**config.mk**
```make
export PLATFORM = sky130hd
export DESIGN_NAME = lsb_stego_embed_extract_top_flat
export DESIGN_NICKNAME = d
export VERILOG_FILES = /design/src/hw/rtl/lse_pkg.sv /design/src/hw/rtl/lse_if.sv /design/src/hw/rtl/lse_step.sv /design/src/hw/rtl/lsb_stego_embed_extract_top.sv /design/src/flat_wrapper.sv
export SDC_FILE = /design/constraint.sdc
export NUM_CORES = 1
export LEC_CHECK = 0
export ABC_AREA = 1
export ABC_CLOCK_PERIOD_IN_PS = 4050
export BUFFER_PORTS_ARGS = -buffer_cell sky130_fd_sc_hd__buf_4
export CAP_MARGIN = 5
export CORE_ASPECT_RATIO = 1.2
export CORE_MARGIN = 2
export CORE_UTILIZATION = 40
export CTS_BUF_LIST = sky130_fd_sc_hd__clkbuf_8
export CTS_CLUSTER_DIAMETER = 80
export DETAILED_ROUTE_END_ITERATION = 16
export PLACE_DENSITY_LB_ADDON = 0.12
export RECOVER_POWER = 100
export SETUP_SLACK_MARGIN = 0.2
export SLEW_MARGIN = 20
export SYNTH_ARGS = -nofsm -noshare
export SYNTH_HDL_FRONTEND = slang
export SYNTH_HIERARCHICAL = 1
export SYNTH_SLANG_ARGS = --single-unit
```
**constraint.sdc**
```tcl
create_clock -name clk -period 4.05 [get_ports clk]
set_clock_uncertainty 0.05 [all_clocks]
set_input_delay 0.405 -clock clk [delete_from_list [all_inputs] [get_ports clk]]
set_output_delay 0.405 -clock clk [all_outputs]
set_load 0.01 [all_outputs]
```
**src/hw/rtl/lse_pkg.sv**
```systemverilog
`default_nettype none

package lse_pkg;

	// Configuration register indexes.
	localparam int unsigned CFG_IDX_W = 2;
	localparam logic [CFG_IDX_W-1:0] REG_MODE       = 2'd0;
	localparam logic [CFG_IDX_W-1:0] REG_HEADER_LEN = 2'd1;
	localparam logic [CFG_IDX_W-1:0] REG_MARKER     = 2'd2;
	localparam int unsigned CFG_DATA_W = 16;

	// Register reset values.
	localparam logic        MODE_RESET       = 1'b0;
	localparam logic [15:0] HEADER_LEN_RESET = 16'd54;
	localparam logic [7:0]  MARKER_RESET     = 8'd178;

	localparam logic MODE_EMBED   = 1'b0;
	localparam logic MODE_EXTRACT = 1'b1;

	// Stream phase codes.
	localparam logic [2:0] PH_HEADER = 3'd0;
	localparam logic [2:0] PH_START  = 3'd1;
	localparam logic [2:0] PH_BODY   = 3'd2;
	localparam logic [2:0] PH_END    = 3'd3;
	localparam logic [2:0] PH_DONE   = 3'd4;

	typedef struct packed {
		logic        mode;
		logic [15:0] header_length;
		logic [7:0]  marker;
	} cfg_t;

	typedef struct packed {
		logic [15:0] position_count;
		logic [2:0]  phase;
		logic [2:0]  bit_index;
		logic [7:0]  shift_reg;
		logic        marked_flag;
	} stream_state_t;

	typedef struct packed {
		logic       first_byte;
		logic [7:0] image_byte;
		logic [7:0] message_byte;
		logic       message_end;
	} in_beat_t;

	typedef struct packed {
		logic [7:0] out_byte;
		logic       message_taken;
		logic       char_valid;
		logic [7:0] char_out;
		logic       marked;
		logic       finished;
	} out_beat_t;

	typedef struct packed {
		logic [CFG_IDX_W-1:0]  index;
		logic [CFG_DATA_W-1:0] data;
	} cfg_beat_t;

endpackage

`default_nettype wire

```
**src/hw/rtl/lse_if.sv**
```systemverilog
`default_nettype none

interface lse_in_if;
	import lse_pkg::*;
	logic     valid;
	logic     ready;
	in_beat_t data;
	modport source (output valid, output data, input ready);
	modport sink (input valid, input data, output ready);
endinterface

interface lse_out_if;
	import lse_pkg::*;
	logic      valid;
	logic      ready;
	out_beat_t data;
	modport source (output valid, output data, input ready);
	modport sink (input valid, input data, output ready);
endinterface

interface lse_cfg_if;
	import lse_pkg::*;
	logic      valid;
	logic      ready;
	cfg_beat_t data;
	modport source (output valid, output data, input ready);
	modport sink (input valid, input data, output ready);
endinterface

`default_nettype wire

```
**src/hw/rtl/lse_step.sv**
```systemverilog
`default_nettype none

module lse_step import lse_pkg::*; (
	input  wire cfg_t          cfg,
	input  wire stream_state_t state,
	input  wire in_beat_t      beat,
	output stream_state_t      next_state,
	output out_beat_t          result
);

	stream_state_t st;
	stream_state_t hd;
	logic [7:0]    ob;
	logic          taken;
	logic          cvalid;
	logic [7:0]    cout;
	logic          fin;
	logic [7:0]    gathered;

	always_comb begin
		// A first byte restarts the stream before it is handled.
		st = state;
		if (beat.first_byte) begin
			st = '0;
			st.phase = PH_HEADER;
		end

		hd = st;
		if (st.phase == PH_HEADER) begin
			if (st.position_count < cfg.header_length) begin
				hd.position_count = st.position_count + 16'd1;
			end else begin
				hd.phase = PH_START;
				hd.bit_index = 3'd0;
				hd.shift_reg = 8'd0;
			end
		end

		next_state = hd;
		ob = beat.image_byte;
		taken = 1'b0;
		cvalid = 1'b0;
		cout = 8'd0;
		fin = 1'b0;
		gathered = {beat.image_byte[0], hd.shift_reg[7:1]};

		if (hd.phase != PH_HEADER) begin
			if (cfg.mode == MODE_EMBED) begin
				// The end of the message is only looked at when a group starts.
				if (hd.phase == PH_BODY && hd.bit_index == 3'd0) begin
					if (beat.message_end) begin
						next_state.phase = PH_END;
					end else begin
						next_state.shift_reg = beat.message_byte;
						taken = 1'b1;
					end
				end
				case (next_state.phase)
					PH_START, PH_END: begin
						ob = {beat.image_byte[7:1], cfg.marker[hd.bit_index]};
						if (hd.bit_index == 3'd7) begin
							if (next_state.phase == PH_START) begin
								next_state.phase = PH_BODY;
							end else begin
								next_state.phase = PH_DONE;
								fin = 1'b1;
							end
						end
						next_state.bit_index = hd.bit_index + 3'd1;
					end
					PH_BODY: begin
						ob = {beat.image_byte[7:1], next_state.shift_reg[hd.bit_index]};
						next_state.bit_index = hd.bit_index + 3'd1;
					end
					default: begin
						fin = 1'b1;
					end
				endcase
			end else begin
				case (hd.phase)
					PH_START, PH_BODY: begin
						next_state.shift_reg = gathered;
						if (hd.bit_index == 3'd7) begin
							if (hd.phase == PH_START) begin
								if (gathered == cfg.marker) begin
									next_state.marked_flag = 1'b1;
									next_state.phase = PH_BODY;
								end else begin
									next_state.phase = PH_DONE;
									fin = 1'b1;
								end
							end else if (gathered == cfg.marker) begin
								next_state.phase = PH_DONE;
								fin = 1'b1;
							end else begin
								cvalid = 1'b1;
								cout = gathered;
							end
						end
						next_state.bit_index = hd.bit_index + 3'd1;
					end
					default: begin
						fin = 1'b1;
					end
				endcase
			end
		end

		result.out_byte = ob;
		result.message_taken = taken;
		result.char_valid = cvalid;
		result.char_out = cout;
		result.marked = (cfg.mode == MODE_EXTRACT) ? next_state.marked_flag : 1'b0;
		result.finished = fin;
	end

endmodule

`default_nettype wire

```
**src/hw/rtl/lsb_stego_embed_extract_top.sv**
```systemverilog
// LSB steganography embed and extract, one image byte per beat.
//
// Channels: image carries one image byte per beat together with first_byte,
// the pending message byte and message_end. result returns exactly one beat
// for every image beat: the output byte, message_taken, the finished flag and,
// in extract mode, a completed character with the marked flag. cfg writes the
// mode, header length and marker registers; it is always ready and should
// only be written while no result is outstanding.
// The result beat is registered and appears in the cycle after its image beat is accepted.
// Throughput is one beat per cycle, set by the single output register: a new
// image beat is taken whenever that register is empty or is being read.
// When the receiver stalls, the result holds and image ready drops until it
// is taken.
// Reset restores mode embed, header length 54 and marker 178, and restarts
// the stream state; a beat with first_byte set restarts it as well.
`default_nettype none

module lsb_stego_embed_extract_top import lse_pkg::*; (
	input wire      clk,
	input wire      arst_n,
	lse_in_if.sink  image,
	lse_out_if.source result,
	lse_cfg_if.sink cfg
);

	cfg_t          cfg_q;
	stream_state_t state_q;
	stream_state_t state_next;
	out_beat_t     step_result;
	logic          out_valid_q;
	out_beat_t     out_data_q;
	logic          accept;

	assign cfg.ready = 1'b1;
	assign image.ready = !out_valid_q || result.ready;
	assign accept = image.valid && image.ready;
	assign result.valid = out_valid_q;
	assign result.data = out_data_q;

	always_ff @(posedge clk or negedge arst_n) begin
		if (!arst_n) begin
			cfg_q.mode <= MODE_RESET;
			cfg_q.header_length <= HEADER_LEN_RESET;
			cfg_q.marker <= MARKER_RESET;
		end else if (cfg.valid) begin
			case (cfg.data.index)
				REG_MODE:       cfg_q.mode <= cfg.data.data[0];
				REG_HEADER_LEN: cfg_q.header_length <= cfg.data.data;
				REG_MARKER:     cfg_q.marker <= cfg.data.data[7:0];
				default: begin
				end
			endcase
		end
	end

	lse_step u_step (
		.cfg        (cfg_q),
		.state      (state_q),
		.beat       (image.data),
		.next_state (state_next),
		.result     (step_result)
	);

	always_ff @(posedge clk or negedge arst_n) begin
		if (!arst_n) begin
			state_q <= '0;
			out_valid_q <= 1'b0;
		end else if (accept) begin
			state_q <= state_next;
			out_valid_q <= 1'b1;
		end else if (result.ready) begin
			out_valid_q <= 1'b0;
		end
	end

	always_ff @(posedge clk) begin
		if (accept) begin
			out_data_q <= step_result;
		end
	end

`ifndef SYNTHESIS
	a_accept_gives_result: assert property (@(posedge clk) disable iff (!arst_n)
		accept |=> out_valid_q)
		else $error("accepted image beat produced no result");

	a_char_only_extract: assert property (@(posedge clk) disable iff (!arst_n)
		(out_valid_q && out_data_q.char_valid) |-> (cfg_q.mode == MODE_EXTRACT))
		else $error("character emitted outside extract mode");

	a_taken_only_embed: assert property (@(posedge clk) disable iff (!arst_n)
		(out_valid_q && out_data_q.message_taken) |->
			(!out_data_q.char_valid && !out_data_q.marked))
		else $error("message byte taken on an extract result");

	a_char_zero_idle: assert property (@(posedge clk) disable iff (!arst_n)
		(out_valid_q && !out_data_q.char_valid) |-> (out_data_q.char_out == 8'd0))
		else $error("character data without char_valid");
`endif

endmodule

`default_nettype wire

```
**src/flat_wrapper.sv**
```systemverilog
// flat-port wrapper written by rule: the top's interface ports become plain ports
module lsb_stego_embed_extract_top_flat import lse_pkg::*;
  (clk, arst_n, image_valid, image_data, image_ready, result_valid, result_data, result_ready, cfg_valid, cfg_data, cfg_ready);
  lse_in_if image_i ();
  lse_out_if result_i ();
  lse_cfg_if cfg_i ();
  input wire clk;
  input wire arst_n;
  input wire logic [$bits(image_i.valid)-1:0] image_valid;
  input wire logic [$bits(image_i.data)-1:0] image_data;
  output wire logic [$bits(image_i.ready)-1:0] image_ready;
  output wire logic [$bits(result_i.valid)-1:0] result_valid;
  output wire logic [$bits(result_i.data)-1:0] result_data;
  input wire logic [$bits(result_i.ready)-1:0] result_ready;
  input wire logic [$bits(cfg_i.valid)-1:0] cfg_valid;
  input wire logic [$bits(cfg_i.data)-1:0] cfg_data;
  output wire logic [$bits(cfg_i.ready)-1:0] cfg_ready;
  assign image_i.valid = image_valid;
  assign image_i.data = image_data;
  assign image_ready = image_i.ready;
  assign result_valid = result_i.valid;
  assign result_data = result_i.data;
  assign result_i.ready = result_ready;
  assign cfg_i.valid = cfg_valid;
  assign cfg_i.data = cfg_data;
  assign cfg_ready = cfg_i.ready;
  lsb_stego_embed_extract_top u_core (.clk(clk), .arst_n(arst_n), .image(image_i), .result(result_i), .cfg(cfg_i));
endmodule
```
==> results.rst <==
.. list-table::
   :header-rows: 1

   * - Metric
     - Value
   * - Status
     - finished, violations left
   * - Violations in the final reports
     - max-capacitance violations, max-slew violations
   * - Remaining DRCs
     - 0
   * - Remaining antenna violation count
     - 0
   * - Internal power component
     - between 1 and 1.5 mW
   * - Warnings, synthesis
     - 6
   * - Share of the clock period used by the worst path after layout
     - 0.903
   * - Combinational power share
     - 0.236
   * - Endpoint of the lowest-slack register-to-register path
     - u_core/state_q[8]$_DFFE_PN0P_
   * - Via density per instance
     - slightly above 5
   * - Gate count after technology mapping
     - 685
   * - IO Port Bufs
     - between 60 and 70
   * - Max Clock Freq
     - ~270 MHz
   * - Worst setup path class
     - flip-flop to flip-flop
   * - Post-synthesis cell type count
     - 43
   * - Max transition margin
     - -1.14
   * - Clock slew at the register clock pins of the worst setup and hold paths
     - approximately 0.08 ns
   * - First drt pass iteration count
     - 5
   * - Number of gates resized after CTS
     - 0
   * - Horiz. Die Dim
     - approximately 110 µm
   * - Part of the Yosys area used for sequential elements
     - 0.394
   * - Post-Route Setup TNS
     - 0 ns
   * - Cell Chain, Critical Path
     - nand2_1 > inv_1 > ha_1 > a21oi_1 > o21ai_0 > a21oi_1 > nand2_1 > nand2_4 > o21ai_2 > nand3_2 > inv_2 > nor2_1 > clkbuf_1 > o21ai_0 > o21ai_0 > nand3_1 > nand2_1
   * - Critical-path top delay cell
     - sky130_fd_sc_hd__nor2_1
   * - Via count of the first global-routing pass
     - about 4.7k
   * - Routed wire length per instance
     - approximately 16 µm
   * - Worst hold path type
     - primary input to flip-flop
   * - Sort of element at the end of the critical path
     - flip-flop
   * - Std-Cell Rows
     - between 40 and 50
   * - Post-place setup slack
     - ~0.18 ns
   * - Cell taking the most area after synthesis
     - sky130_fd_sc_hd__dfrtp_1
   * - Total number of vias
     - around 4.7k
   * - Root Buffer Master
     - sky130_fd_sc_hd__clkbuf_8
   * - Final Slew Violations
     - 58
   * - Switching Power
     - around 660 µW
   * - Finished Core Util
     - 0.459
   * - Share of synthesized registers carrying an async set or reset
     - 0.740
   * - TritonCTS clock tree
     - yes
   * - Clk pwr share
     - 0.309
   * - Most instantiated library cell after synthesis
     - sky130_fd_sc_hd__nand2_1
   * - R2r startpoint
     - u_core/state_q[24]$_DFFE_PN0P_
   * - Number of standard cells in the layout, taps in and fillers out
     - 910
   * - Part of the power in registers
     - 0.455
   * - Endpoint arrival time on the critical path
     - 3.90 ns
   * - Layout net count
     - 801
   * - Largest cells by area after synthesis
     - sky130_fd_sc_hd__dfrtp_1 (24%), sky130_fd_sc_hd__nand2_1 (16%), sky130_fd_sc_hd__edfxtp_1 (12%)
   * - Worst reg-to-reg path cell count
     - 17
   * - Initial Util
     - 0.408
   * - Maximum fanout encountered on the critical timing path
     - 15
   * - Maximum single-stage delay on the critical path
     - around 0.47 ns
   * - Worst vdd rail ir drop
     - 0.142 mV
   * - Setup violators final
     - 0
   * - Die Outline Area
     - 0.0139 mm²
   * - Instance count on the critical path
     - 17
   * - Type of origin of the critical path
     - flip-flop
   * - Post-synth EDFFs
     - 20
   * - Critical path startpoint
     - u_core/state_q[24]$_DFFE_PN0P_
   * - Share of total power consumed by net switching
     - 0.321
   * - First-pass GRT wire length
     - ~23000 µm
   * - Most used flip-flop cell after synthesis
     - sky130_fd_sc_hd__dfrtp_1
   * - H-tree depth
     - 3
   * - Setup fix buffers added after clock tree synthesis
     - 0
   * - Global-route usage over all layers
     - 0.218
   * - Flops & latches, synth
     - 77
   * - Global route total overflow
     - 0
   * - Ant diodes
     - 0
   * - P per Cell Area
     - 354 mW/mm²
   * - Number of violations reported at the end of detailed-routing iteration 0
     - roughly 240
   * - Critical path data required time
     - about 4.3 ns
   * - CTS buffer count
     - 9
   * - Final Hold Violating Endpoints
     - 0
   * - Buf/Inv on CP
     - 3
   * - Placed Cells incl. Taps
     - 894
   * - Largest net degree at the start of global routing
     - 58
   * - IO Pins
     - 64
   * - Yosys top cell area share
     - 0.237
   * - Routability congestion estimate from global placement
     - between 0.9 and 1
   * - Post-synthesis instance area
     - 0.00517 mm²
   * - Clock buffer depth
     - 2
   * - Net Count, Synth
     - roughly 750
   * - Antenna violations before repair
     - 0
   * - Chip height
     - 129 µm
   * - Share of post-route cells with drive strength above 1
     - 0.158
   * - Worst setup endpoint
     - u_core/state_q[8]$_DFFE_PN0P_
   * - Post-detailed-placement half-perimeter wirelength
     - 10500 µm
   * - Top delay family on crit path
     - simple AND/OR/NAND/NOR gates
   * - Leakage power total
     - approximately 3 nW
   * - Total Routed Length
     - between 10000 and 15000 µm
   * - Worst-skew pair later-pin latency
     - 0.36 ns
   * - Clock sink count
     - 77
   * - Average cell area after synthesis
     - approximately 7.6 µm²
   * - Post-route setup slack
     - between 0.3 and 0.4 ns
   * - Setup repair after global routing missed its margin
     - no
   * - Layout Area Growth over Synthesis
     - 12.5%
   * - Maximum Capacitance Violations
     - 1
   * - Commonest cells post-synth
     - sky130_fd_sc_hd__nand2_1 (227), sky130_fd_sc_hd__inv_1 (65), sky130_fd_sc_hd__nand3_1 (58)
   * - Final worst path period need
     - 3.66 ns
   * - Worst Max-Slew Pin Slew
     - 3.21 ns
   * - # hold bufs at CTS
     - 0
   * - Worst reg-to-reg setup slack
     - slightly below 0.4 ns
   * - Area of the core region
     - 0.0127 mm²
[per-layer routing]
metal | GRT usage | vias up | share of wire
met5 | 0 | - | 0
met1 | 0.258 | 2196 | 0.41
met3 | 0.0400 | 43 | 0.047
li1 | - | 2324 | -
met4 | 0.127 | 0 | 0.048
met2 | 0.370 | 140 | 0.49
[final cells by class]
| class | count | area, µm² |
|---|---|---|
| Fill cell | 1347 | 6850 |
| Clock inverter | 7 | 85.1 |
| Sequential cell | 77 | 2040 |
| Tap cell | 164 | 205 |
| Inverter | 71 | 269 |
| Clock buffer | 9 | 124 |
| Timing Repair Buffer | 83 | 523 |
| Multi-Input combinational cell | 499 | 2580 |
[power by group through the flow]
| stage | logic [mW] | clock network [mW] | registers [mW] |
|---|---|---|---|
| floorplan | 0.328 | 0 | 0.947 |
| global placement | 0.502 | 0 | 0.952 |
| detailed placement | 0.506 | 0 | 0.953 |
| CTS | 0.508 | 0.663 | 0.938 |
| global route | 0.554 | 0.694 | 0.948 |
| finish | 0.486 | 0.636 | 0.936 |
[cell families (layout without fill, tap and decap cells)]
family,count (synthesis),in the layout,share of synthesized area
adder cells (fa/ha/maj),19,19,0.0460
other,1,1,0.000725
flip-flops,77,77,0.394
XOR/XNOR,21,21,0.0356
buffers and inverters,109,170,0.101
AO/OA/AOI/OAI,52,52,0.0568
AND/OR/NAND/NOR,406,406,0.366
[worst reg2reg max path: cells and delay by family (launching register included)]
kind	cells	cell delay, ns
AND/OR/NAND/NOR	7	1.39
AO/OA/AOI/OAI	6	0.91
buffers and inverters	3	0.55
flip-flops	1	0.41
adder cells (fa/ha/maj)	1	0.30
[stage by stage]
stage          cell area [µm²]  total power [mW]  hold WS, ns
2_1_floorplan             5170              1.28       0.0594
3_3_place_gp              5750              1.45        0.405
3_5_place_dp              5750              1.46        0.405
4_1_cts                   5960              2.11       0.0831
5_1_grt                   5820              2.20        0.172
6_report                  5820              2.06        0.189
[flip-flops by register name, indices dropped and copies added (netlist names)]
signal,count
u_core/result.data,20
u_core/result.valid,1
u_core/state_q,31
u_core/cfg_q,25
[cell usage in the layout (no fill, tap or decap), drive strengths merged]
cell / netlist / routed
ha: 19 / 19
xor2: 14 / 14
bufinv: 0 / 2
dfrtp: 49 / 49
nand2: 238 / 238
nor3b: 1 / 1
xnor2: 7 / 7
or2: 8 / 8
nand3: 64 / 64
nand4: 29 / 29
buf: 32 / 49
nor2: 48 / 48
dfstp: 8 / 8
o211ai: 3 / 3
o22ai: 3 / 3
a31oi: 4 / 4
o21a: 1 / 1
edfxtp: 20 / 20
a21oi: 18 / 18
a32o: 1 / 1
nor4: 3 / 3
conb: 1 / 1
clkbuf: 6 / 43
o21ai: 21 / 21
o31ai: 1 / 1
clkinv: 0 / 2
nor3: 15 / 15
inv: 71 / 74
[worst min-delay path by stage]
stage	from	endpoint	slack, ns	depth (start not counted)
global route	image_data[12]	u_core/result.data[15]$_DFFE_PP_	0.17	1
floorplan	arst_n	u_core/cfg_q[0]$_DFFE_PN0P_	0.06	0
global placement	u_core/cfg_q[12]$_DFFE_PN1P_	u_core/cfg_q[12]$_DFFE_PN1P_	0.41	2
finish	image_data[12]	u_core/result.data[15]$_DFFE_PP_	0.19	1
CTS	arst_n	u_core/state_q[10]$_DFFE_PN0P_	0.08	1
detailed placement	u_core/cfg_q[10]$_DFFE_PN1P_	u_core/cfg_q[10]$_DFFE_PN1P_	0.40	2
Power figures use the tool's default switching activity.
